===== src/rtl/slps_pkg.sv =====
package slps_pkg;

    localparam int TimeW   = 32;
    localparam int PeriodW = 24;
    localparam int DutyW   = 5;
    localparam int ColourW = 24;
    localparam int BlinkW  = 8;
    localparam int CycleW  = 6;
    localparam int ThrW    = PeriodW + 1;

    localparam logic [2:0] MODE_BLINK  = 3'd2;
    localparam logic [2:0] MODE_ORANGE = 3'd3;
    localparam logic [2:0] MODE_NORMAL = 3'd4;
    localparam logic [2:0] MODE_WHITE  = 3'd5;

    localparam logic [2:0] PROTO_ONE  = 3'd1;
    localparam logic [2:0] PROTO_LAST = 3'd5;

    localparam logic [ColourW-1:0] COL_RED    = 24'h00_ff_00;
    localparam logic [ColourW-1:0] COL_GREEN  = 24'ha0_00_00;
    localparam logic [ColourW-1:0] COL_ORANGE = 24'ha5_ff_00;
    localparam logic [ColourW-1:0] COL_BLUE   = 24'h7f_00_ff;
    localparam logic [ColourW-1:0] COL_WHITE  = 24'hff_ff_ff;
    localparam logic [ColourW-1:0] COL_BLACK  = 24'h00_00_00;

    localparam logic [PeriodW-1:0] PERIOD_RESET = 24'd500000;
    localparam logic [DutyW-1:0]   DUTY_RESET   = 5'd8;

    localparam logic [0:0] REG_PERIOD = 1'd0;
    localparam logic [0:0] REG_DUTY   = 1'd1;

    // Per-frame decision, before the flash phase is known.
    typedef struct packed {
        logic               emit;
        logic               flash;
        logic [ColourW-1:0] colour;
    } pat_res_t;

    // Frame count at which each blink pattern restarts.
    function automatic logic [BlinkW-1:0] blink_end(input logic [2:0] proto);
        logic [BlinkW-1:0] e;
        case (proto)
            3'd0:    e = 8'd80;
            3'd1:    e = 8'd100;
            3'd2:    e = 8'd140;
            3'd3:    e = 8'd170;
            3'd4:    e = 8'd200;
            default: e = 8'd230;
        endcase
        return e;
    endfunction

    // 30*(p+1)-10: end of the last green window.
    function automatic logic [BlinkW-1:0] blink_lit_end(input logic [2:0] proto);
        logic [BlinkW-1:0] e;
        case (proto)
            3'd0:    e = 8'd20;
            3'd1:    e = 8'd50;
            3'd2:    e = 8'd80;
            3'd3:    e = 8'd110;
            3'd4:    e = 8'd140;
            default: e = 8'd170;
        endcase
        return e;
    endfunction

    // True where count mod 30 falls in the dark part [20,30) of a period.
    function automatic logic blink_dark(input logic [BlinkW-1:0] c);
        logic d;
        d = 1'b0;
        for (int k = 0; k < 8; k++) begin
            if (c >= BlinkW'(30 * k + 20) && c < BlinkW'(30 * k + 30)) begin
                d = 1'b1;
            end
        end
        return d;
    endfunction

endpackage


===== src/rtl/status_led_pattern_sequencer.sv =====
// Channel   Dir  Handshake                        Payload
// s_axis    in   s_axis_tvalid / s_axis_tready    status flags, mode, protocol, time_us
// m_axis    out  m_axis_tvalid / m_axis_tready    colour_grb
// cfg       in   cfg_we (no wait)                 flash_period_us, flash_duty_sixteenths
//
// A flashing item runs the bit-serial remainder unit (one dividend bit per cycle)
// over time_us, then decides the colour and loads the output register;
// s_axis_tready returns once the sequencer is idle again, so no new item is
// taken before the last one is through. Steady, blink and cycle items go from
// the transfer straight to the output register; items with no result stay idle.
// aresetn is synchronous, active low; it clears the frame counters, the
// sequencer, the output valid and loads the register reset values.
// s_axis_tready is high only while the sequencer is idle; a result waiting
// on m_axis holds the sequencer in its final state until it is taken.
module status_led_pattern_sequencer (
    input  logic                              aclk,
    input  logic                              aresetn,
    input  logic                              s_axis_tvalid,
    output logic                              s_axis_tready,
    // [0] low_voltage, [1] link_lost, [4:2] led_mode, [7:5] receiver_protocol,
    // [8] cycle_colours, [40:9] time_us, [47:41] zero
    input  logic [47:0]                       s_axis_tdata,
    output logic                              m_axis_tvalid,
    input  logic                              m_axis_tready,
    // [23:0] colour_grb
    output logic [slps_pkg::ColourW-1:0]      m_axis_tdata,
    input  logic                              cfg_we,
    input  logic                              cfg_index,
    input  logic [slps_pkg::PeriodW-1:0]      cfg_wdata
);

    localparam logic [1:0] ST_IDLE = 2'd0;
    localparam logic [1:0] ST_MOD  = 2'd1;
    localparam logic [1:0] ST_OUT  = 2'd2;

    logic [1:0]                   state_reg, state_next;
    logic [slps_pkg::PeriodW-1:0] period_reg;
    logic [slps_pkg::DutyW-1:0]   duty_reg;
    logic [slps_pkg::ThrW-1:0]    thr_reg;
    logic [slps_pkg::ColourW-1:0] colour_reg, colour_next;
    logic                         m_valid_reg, m_valid_next;
    logic [slps_pkg::ColourW-1:0] m_data_reg, m_data_next;

    logic                         s_xfer;
    logic                         mod_start;
    logic                         mod_done;
    logic [slps_pkg::PeriodW-1:0] mod_rem;
    logic [slps_pkg::PeriodW+slps_pkg::DutyW-1:0] thr_prod;
    logic                         first_phase;
    slps_pkg::pat_res_t           pat;

    assign s_axis_tready = (state_reg == ST_IDLE);
    assign s_xfer        = s_axis_tvalid && s_axis_tready;
    assign mod_start     = s_xfer && pat.emit && pat.flash;

    // Frame counters and colour selection; counters advance on the input transfer.
    slps_pattern u_pattern (
        .aclk              (aclk),
        .aresetn           (aresetn),
        .commit            (s_xfer),
        .low_voltage       (s_axis_tdata[0]),
        .link_lost         (s_axis_tdata[1]),
        .led_mode          (s_axis_tdata[4:2]),
        .receiver_protocol (s_axis_tdata[7:5]),
        .cycle_colours     (s_axis_tdata[8]),
        .res               (pat)
    );

    // time_us mod period, one bit per cycle.
    slps_mod_unit u_mod (
        .aclk      (aclk),
        .aresetn   (aresetn),
        .start     (mod_start),
        .dividend  (s_axis_tdata[40:9]),
        .divisor   (period_reg),
        .done      (mod_done),
        .remainder (mod_rem)
    );

    // thr_reg=(period*duty)>>4 at transfer; user holds config static then, unenforced.
    assign thr_prod = period_reg * duty_reg;

    // Show the first colour past the threshold; a zero period always reads black.
    assign first_phase = (period_reg != '0) && ({1'b0, mod_rem} > thr_reg);

    always_comb begin
        state_next   = state_reg;
        colour_next  = colour_reg;
        m_valid_next = m_valid_reg;
        m_data_next  = m_data_reg;
        if (m_axis_tvalid && m_axis_tready) begin
            m_valid_next = 1'b0;
        end
        unique case (state_reg)
            ST_IDLE: begin
                if (s_xfer) begin
                    colour_next = pat.colour;
                    if (!pat.emit) begin
                        state_next = ST_IDLE;
                    end else if (pat.flash) begin
                        state_next = ST_MOD;
                    end else begin
                        state_next = ST_OUT;
                    end
                end
            end
            ST_MOD: begin
                if (mod_done) begin
                    colour_next = first_phase ? colour_reg : slps_pkg::COL_BLACK;
                    state_next  = ST_OUT;
                end
            end
            ST_OUT: begin
                // Hold until the output register is free, then load it.
                if (!m_valid_next) begin
                    m_valid_next = 1'b1;
                    m_data_next  = colour_reg;
                    state_next   = ST_IDLE;
                end
            end
            default: begin
                state_next = ST_IDLE;
            end
        endcase
    end

    always_ff @(posedge aclk) begin
        colour_reg <= colour_next;
        m_data_reg <= m_data_next;
        if (s_xfer) begin
            thr_reg <= thr_prod[slps_pkg::PeriodW+slps_pkg::DutyW-1:4];
        end
        if (!aresetn) begin
            state_reg   <= ST_IDLE;
            m_valid_reg <= 1'b0;
            period_reg  <= slps_pkg::PERIOD_RESET;
            duty_reg    <= slps_pkg::DUTY_RESET;
        end else begin
            state_reg   <= state_next;
            m_valid_reg <= m_valid_next;
            if (cfg_we) begin
                unique case (cfg_index)
                    slps_pkg::REG_PERIOD: period_reg <= cfg_wdata;
                    slps_pkg::REG_DUTY:   duty_reg   <= cfg_wdata[slps_pkg::DutyW-1:0];
                    default: ;
                endcase
            end
        end
    end

    assign m_axis_tvalid = m_valid_reg;
    assign m_axis_tdata  = m_data_reg;

endmodule


===== src/rtl/slps_mod_unit.sv =====
module slps_mod_unit (
    input  logic                             aclk,
    input  logic                             aresetn,
    input  logic                             start,
    input  logic [slps_pkg::TimeW-1:0]       dividend,
    input  logic [slps_pkg::PeriodW-1:0]     divisor,
    output logic                             done,
    output logic [slps_pkg::PeriodW-1:0]     remainder
);

    logic [slps_pkg::TimeW-1:0]   quo_reg, quo_next;
    logic [slps_pkg::PeriodW-1:0] rem_reg, rem_next;
    logic [4:0]                   cnt_reg, cnt_next;
    logic                         busy_reg, busy_next;
    logic                         done_reg, done_next;
    logic [slps_pkg::PeriodW:0]   trial;
    logic [slps_pkg::PeriodW:0]   diff;

    // One restoring step per cycle: shift in a dividend bit, subtract if it fits.
    assign trial = {rem_reg, quo_reg[slps_pkg::TimeW-1]};
    assign diff  = trial - {1'b0, divisor};

    always_comb begin
        quo_next  = quo_reg;
        rem_next  = rem_reg;
        cnt_next  = cnt_reg;
        busy_next = busy_reg;
        done_next = 1'b0;
        if (start) begin
            quo_next  = dividend;
            rem_next  = '0;
            cnt_next  = '0;
            busy_next = 1'b1;
        end else if (busy_reg) begin
            quo_next = {quo_reg[slps_pkg::TimeW-2:0], 1'b0};
            rem_next = diff[slps_pkg::PeriodW] ? trial[slps_pkg::PeriodW-1:0]
                                               : diff[slps_pkg::PeriodW-1:0];
            cnt_next = cnt_reg + 5'd1;
            if (cnt_reg == 5'(slps_pkg::TimeW - 1)) begin
                busy_next = 1'b0;
                done_next = 1'b1;
            end
        end
    end

    always_ff @(posedge aclk) begin
        quo_reg <= quo_next;
        rem_reg <= rem_next;
        cnt_reg <= cnt_next;
        if (!aresetn) begin
            busy_reg <= 1'b0;
            done_reg <= 1'b0;
        end else begin
            busy_reg <= busy_next;
            done_reg <= done_next;
        end
    end

    assign done      = done_reg;
    assign remainder = rem_reg;

endmodule


===== src/rtl/slps_pattern.sv =====
module slps_pattern (
    input  logic                aclk,
    input  logic                aresetn,
    input  logic                commit,
    input  logic                low_voltage,
    input  logic                link_lost,
    input  logic [2:0]          led_mode,
    input  logic [2:0]          receiver_protocol,
    input  logic                cycle_colours,
    output slps_pkg::pat_res_t  res
);

    logic [slps_pkg::BlinkW-1:0] blink_reg, blink_next;
    logic [slps_pkg::CycleW-1:0] cycle_reg, cycle_next;
    logic [slps_pkg::CycleW-1:0] cyc_inc;
    logic                        green;

    assign cyc_inc = cycle_reg + 6'd1;

    always_comb begin
        if (receiver_protocol == slps_pkg::PROTO_ONE) begin
            green = (blink_reg < 8'd20) || (blink_reg >= 8'd30 && blink_reg < 8'd40);
        end else begin
            green = (blink_reg < slps_pkg::blink_lit_end(receiver_protocol))
                    && !slps_pkg::blink_dark(blink_reg);
        end
    end

    always_comb begin
        res        = '{emit: 1'b0, flash: 1'b0, colour: slps_pkg::COL_BLACK};
        blink_next = blink_reg;
        cycle_next = cycle_reg;
        if (low_voltage) begin
            res = '{emit: 1'b1, flash: 1'b1, colour: slps_pkg::COL_RED};
        end else if (link_lost) begin
            if (led_mode == slps_pkg::MODE_BLINK) begin
                if (receiver_protocol <= slps_pkg::PROTO_LAST) begin
                    if (blink_reg >= slps_pkg::blink_end(receiver_protocol)) begin
                        blink_next = '0;
                    end else begin
                        blink_next = blink_reg + 8'd1;
                        res.emit   = 1'b1;
                        res.colour = green ? slps_pkg::COL_GREEN : slps_pkg::COL_BLACK;
                    end
                end
            end else if (led_mode == slps_pkg::MODE_ORANGE) begin
                res = '{emit: 1'b1, flash: 1'b1, colour: slps_pkg::COL_ORANGE};
            end
        end else begin
            if (led_mode == slps_pkg::MODE_NORMAL) begin
                if (cycle_colours) begin
                    cycle_next = cyc_inc;
                    res.emit   = 1'b1;
                    if (cyc_inc < 6'd10) begin
                        res.colour = slps_pkg::COL_RED;
                    end else if (cyc_inc < 6'd20) begin
                        res.colour = slps_pkg::COL_GREEN;
                    end else if (cyc_inc < 6'd30) begin
                        res.colour = slps_pkg::COL_ORANGE;
                    end else if (cyc_inc < 6'd40) begin
                        res.colour = slps_pkg::COL_BLUE;
                    end else begin
                        res.emit = 1'b0;
                        if (cyc_inc < 6'd50) begin
                            cycle_next = '0;
                        end
                    end
                end else begin
                    res = '{emit: 1'b1, flash: 1'b0, colour: slps_pkg::COL_BLUE};
                end
            end else if (led_mode == slps_pkg::MODE_WHITE) begin
                res = '{emit: 1'b1, flash: 1'b1, colour: slps_pkg::COL_WHITE};
            end
        end
    end

    always_ff @(posedge aclk) begin
        if (!aresetn) begin
            blink_reg <= '0;
            cycle_reg <= '0;
        end else if (commit) begin
            blink_reg <= blink_next;
            cycle_reg <= cycle_next;
        end
    end

endmodule


===== config.mk =====
export PLATFORM = sky130hd
export DESIGN_NAME = status_led_pattern_sequencer
export DESIGN_NICKNAME = d
export VERILOG_FILES = /design/src/rtl/slps_pkg.sv /design/src/rtl/status_led_pattern_sequencer.sv /design/src/rtl/slps_mod_unit.sv /design/src/rtl/slps_pattern.sv
export SDC_FILE = /design/constraint.sdc
export NUM_CORES = 1
export LEC_CHECK = 0
export BUFFER_PORTS_ARGS = -buffer_cell sky130_fd_sc_hd__buf_4
export CELL_PAD_IN_SITES_DETAIL_PLACEMENT = 0
export CELL_PAD_IN_SITES_GLOBAL_PLACEMENT = 1
export CORE_MARGIN = 4
export CORE_UTILIZATION = 50
export DETAILED_ROUTE_END_ITERATION = 7
export HOLD_SLACK_MARGIN = 0.02
export MAX_ROUTING_LAYER = met4
export PLACE_DENSITY_LB_ADDON = 0.1
export SETUP_SLACK_MARGIN = 0.4
export SYNTH_ARGS = -nofsm -noshare
export SYNTH_HDL_FRONTEND = slang
export SYNTH_SLANG_ARGS = --single-unit

===== constraint.sdc =====
create_clock -name aclk -period 8.85 [get_ports aclk]
set_clock_uncertainty 0.05 [all_clocks]
set_input_delay 0.4425 -clock aclk [delete_from_list [all_inputs] [get_ports aclk]]
set_output_delay 0.4425 -clock aclk [all_outputs]
set_load 0.01 [all_outputs]

### Word-level counts from Yosys, hierarchy flattened

Index checks and enable logic that the tools add are counted.
Widths: inputs -> output; s select.

* logic and storage cells: 163
* output and inout bits: 26
* input port bits: 78
* flip-flop bits (word level): 182

* equal/unequal tests: 15
* $lt $le $gt $ge: 28
* bitwise logic cells: 6
* mux-type cells: 65
* $add $sub $neg: 4
* reduce and logical (&&, ||, !) cells: 30
* multiply operators: 1

Operators with widths (count)
* $mux 24: 12
* $mux 26: 5
* $mux 32: 2
* $mux 8: 6
* $pmux 24 s2: 1
* $pmux 8 s5: 1
* $ge 8x8->1 const B: 4
* $lt 8x8->1 const B: 4
* $pmux 8 s4: 1
* $mux 6: 5
* $mul 24x5->29: 1
* $gt 24x25->1: 1
* $mux 1: 25
* $sub 25x24->25: 1
* $reduce_bool 24->1: 1
* $mux 23: 1
* $ge 8x5->1 const B: 2
* $ge 8x7->1 const B: 2
* $lt 8x5->1 const B: 2
* $lt 8x6->1 const B: 2
* $lt 8x7->1 const B: 2
* $logic_and 1x1->1: 15
* $eq 3x2->1 const B: 4
* $lt 6x5->1 const B: 2
* 29 further kinds: 47

### Logic depth before layout (Yosys ltp)

* word-level depth: 24
* gate-level depth with buffers: 18
* gate-level depth less buffers: 17

### Hierarchy

A second synthesis with hierarchy kept.

* cells, all modules: 1395
* area total of the unflattened synthesis: 13339.0 sq um

By module, submodules not included
* status_led_pattern_sequencer: instances 1, cells each 767, area an instance 7732.4 sq um
* slps_mod_unit: instances 1, cells each 411, area an instance 3956.3 sq um
* slps_pattern: instances 1, cells each 217, area an instance 1650.3 sq um

### Worst setup path before layout

No wires, ideal clock.

* kind: reg2reg
* from: reg duty_reg[3] (netlist bit)
* to: reg thr_reg[24] (netlist bit) (data pin)
* arrival: 4.367 ns
* buffers on the path: 1
* stages on the path, launching flop included: 18
* period minus slack after synthesis: 4.679 ns
* setup time: 0.263 ns
* path slack: 4.171 ns
* cell sequence: dfxtp_1 clkbuf_1 and2_1 fa_1 fa_1 inv_1 fa_1 inv_1 ha_1 a21oi_1 o21ai_1 or3_1 a41oi_2 o211ai_2 a221oi_4 o21ai_2 o41ai_2 xnor2_1

* word-level cells in the longest chain between the ends: 1

RTL lines
* start: declaration: line status_led_pattern_sequencer.sv:38 `logic [slps_pkg::DutyW-1:0] duty_reg;`
* start signal: assignment: line status_led_pattern_sequencer.sv:137 `duty_reg <= slps_pkg::DUTY_RESET;`
* start signal: assignment: line status_led_pattern_sequencer.sv:144 `slps_pkg::REG_DUTY: duty_reg <= cfg_wdata[slps_pkg::DutyW-1:0];`
* $mul 24x5->29: line status_led_pattern_sequencer.sv:81 `assign thr_prod = period_reg * duty_reg;`
* net thr_prod, one bit: line status_led_pattern_sequencer.sv:48 `logic [slps_pkg::PeriodW+slps_pkg::DutyW-1:0] thr_prod;`
* end signal: assignment: line status_led_pattern_sequencer.sv:131 `thr_reg <= thr_prod[slps_pkg::PeriodW+slps_pkg::DutyW-1:4];`
* end: declaration: line status_led_pattern_sequencer.sv:39 `logic [slps_pkg::ThrW-1:0] thr_reg;`

The timed path passes the listed nets, and every way through them passes these cells.
A chain may end at the register's enable or synchronous reset.

### Worst setup path in the final report

Same ends and word-level chain as after synthesis.

==> results.py <==
metrics = {
    "sta": {
        "tightest_slew_ns": 1.06,
        "relSlewSlack_pct": 28.8,
        "hold_viol": 0,
        "max_freq_mhz": 183,
        "slew_viol_final": 0,
        "fin_ws_ns": 3.39,
        "post-route-period-util_pct": 61.7,
        "rsz0062_at_grt": "false",
        "setup_viol": 0,
        "fin_tns_setup_ns": 0,
        "finalCriticalPeriod_ns": 5.46,
    },
    "cts": {
        "clk_path_buf_depth": 2,
        "clk_pin_slew_worst_paths_ns": 0.07,
        "cts_made_buffers": 17,
        "clockRootBuffer": "clkbuf_16",
        "cts_tree": "built",
        "cts_setup_buffers": 0,
        "cts_resized": 0,
        "hold_buffers": 0,
        "cts_num_sinks": 144,
        "h-tree-depth": 4,
        "insertion_delay_ns": 0.43,
    },
    "die": {
        "rows": 56,
        "initial_core_util_pct": 50.6,
        "fp.dieH_um": 162,
        "die_w_um": 162,
        "dieArea_um2": 26200,
        "coreArea_um2": 23400,
        "io_pins": 104,
    },
    "worst_setup_path": {
        "cpMaxStageDelayCell": "dfxtp_1",
        "start_kind": "flip-flop",
        "slowest_delay_ns": 0.90,
        "critPathTopFamily": "adder cells",
        "required_ns": 8.98,
        "cp_max_fo": 25,
        "crit_chain": "and2_1, fa_1, fa_1, inv_1, fa_1, inv_1, ha_1, a21oi_1, o21ai_1, or3_1, a41oi_2, o211ai_2, a221oi_4, o21ai_2, o41ai_2, xnor2_1",
        "cp.buffers_inverters": 2,
        "cp-end-kind": "flip-flop",
        "crit_top_cell": "fa_1",
        "critPathArrivalTime_ns": 5.59,
        "crit_type": "flip-flop to flip-flop",
    },
    "cells_and_area": {
        "final_common_cell": "nand2_1",
        "nNetsFinal": 1660,
        "layout_common_cells": "220 x nand2_1, 142 x inv_1, 101 x ha_1, 101 x buf_4, 90 x and2_1",
        "largest_reg_flops": 32,
        "insertedDiodeCount": 0,
        "drive_gt1_share_pct": 11.0,
        "area_delta_synth_final_pct": 11.9,
        "nFillCells": 2226,
    },
    "power_and_ir_drop": {
        "switching_share_pct": 38.1,
        "max-vdd-ir-drop_mv": 0.124,
        "seqPwrFrac_pct": 33.4,
        "p_per_area_nw_per_um2": 203,
        "netSwitchingPower_mw": 1.03,
        "p_int_mw": 1.66,
        "cellLeakagePower_nw": 6.09,
        "p_clk_share_pct": 27.1,
        "comb_power_share_pct": 39.5,
    },
    "route": {
        "drt-total-wl_um": 27200,
        "postRouteAntennaNets": 0,
        "wl_per_cell_um": 15.6,
        "detail_route.first_pass.iterations": 5,
        "vias_per_cell": 5.32,
        "vias": 9298,
        "drtIter0Drc": 426,
        "drcViolationCount": 0,
    },
    "global_routing": {
        "use_met1_pct": 27.9,
        "grtUsageMet2_pct": 37.6,
        "grt_max_degree": 54,
        "antenna_found_initial": 0,
        "gr-usage-met3_pct": 3.27,
        "grt_pass1_vias": 9258,
        "grt_pass1_wl_um": 46100,
        "grt_overflow_total": 0,
        "grt_use_total_pct": 22.2,
        "grt_busiest_layer": "met2",
    },
    "synthesis": {
        "synthCells": 1365,
        "yosysSeqAreaShare_pct": 30.0,
        "avgSynthCellArea_um2": 8.68,
        "synth_nets": 1610,
        "synth.distinct_cells": 75,
        "syn_area_um2": 11900,
        "async_flop_share_pct": 0,
        "synth_warnings": 0,
        "synth-main-ff-cell": "dfxtp_1",
        "synth_edf_count": 67,
        "synth-seq-cells": 144,
    },
    "place": {
        "place_ws_ns": 3.40,
        "place_hpwl_um": 20300,
        "gp_congestion": 0.859,
        "io_buffers": 96,
    },
    "hold_path": {
        "holdCritPathClass": "primary input to flip-flop",
    },
    "status": {
        "status": "completed",
    },
    "run": {
        "maxCapViolations": 0,
    },
}
==> routing by layer <==
metal | wire, um | part of all wire, % | vias to the layer above
met1 | 12300 | 45 | 4390
met2 | 13100 | 48 | 184
met4 | 605 | 2.2 | 0
li1 | - | - | 4690
met5 | 0 | 0 | -
met3 | 1110 | 4.1 | 34
==> stage by stage <==
step | power, mW | util (%) | hold slack (ns) | instance area (um2) | std cells
detailed placement | 1.97 | 54.1 | 0.355 | 12700 | 1715
CTS | 2.72 | 56.7 | 0.168 | 13300 | 1747
finish | 2.69 | 56.7 | 0.180 | 13300 | 1747
global placement | 1.96 | 54.1 | 0.350 | 12700 | 1715
floorplan | 1.74 | - | 0.350 | 11900 | 1365
global route | 2.90 | 56.7 | 0.185 | 13300 | 1747
==> cell families (layout without fill, tap and decap cells) <==
family                   Yosys count  in the layout  share of synthesized area, %
flip-flops                       144            144                          30.0
multiplexers                      21             21                          1.78
adder cells (fa/ha/maj)          168            168                          21.9
XOR/XNOR                          48             48                          3.55
buffers and inverters            212            275                          7.52
AND/OR/NAND/NOR                  515            515                          20.7
AO/OA/AOI/OAI                    257            257                          14.6
==> final timing paths <==
kind	start	end	slack, ns	cells after the start
setup / recovery	duty_reg[3]	thr_reg[24]	3.39	16
hold / removal	cfg_wdata[13]	period_reg[13]	0.18	3
setup reg to reg	duty_reg[3]	thr_reg[24]	3.39	16
hold reg to reg	colour_reg[18]	m_axis_tdata[18]	0.36	0
==> worst reg2reg max path, stage by stage, from the launching register on <==
cell and delay [ns]:
dfxtp_1 0.90, and2_1 0.26, fa_1 0.45, fa_1 0.55, inv_1 0.06, fa_1 0.54
inv_1 0.04, ha_1 0.36, a21oi_1 0.18, o21ai_1 0.09, or3_1 0.32, a41oi_2 0.35
o211ai_2 0.20, a221oi_4 0.37, o21ai_2 0.16, o41ai_2 0.24, xnor2_1 0.10
==> cell usage after synthesis (19+ instances only) <==
cell,count,area (um2)
clkbuf_1,44,165
ha_1,101,1260
o21ai_0,51,255
a21boi_0,26,195
nor2_1,74,278
nand2_1,220,826
edfxtp_1,67,2010
dfxtp_1,77,1540
nand3_1,26,130
a21oi_1,71,355
nor3_1,24,120
inv_1,142,533
xnor2_1,30,263
and2_1,90,563
buf_4,19,143
fa_1,66,1320
mux2i_1,20,200
==> power groups by stage <==
stage / Sequential, mW / Combinational, mW / Clock (mW)
after floorplan: 0.877 / 0.866 / 0
final: 0.899 / 1.06 / 0.728
after CTS: 0.900 / 1.07 / 0.751
after global placement: 0.914 / 1.05 / 0
after global routing: 0.913 / 1.21 / 0.777
after detailed placement: 0.914 / 1.06 / 0
==> cell type report <==
type	count	area, um2	share of cell area [%]
clock inverters	15	174	1.31
inverters	142	533	4.02
clock buffers	17	425	3.21
repair buffers	101	758	5.72
multi-input cells	1009	7420	55.9
flip-flops and latches	144	3550	26.8
well taps	319	399	3.01
Power figures use the tool's default switching activity.
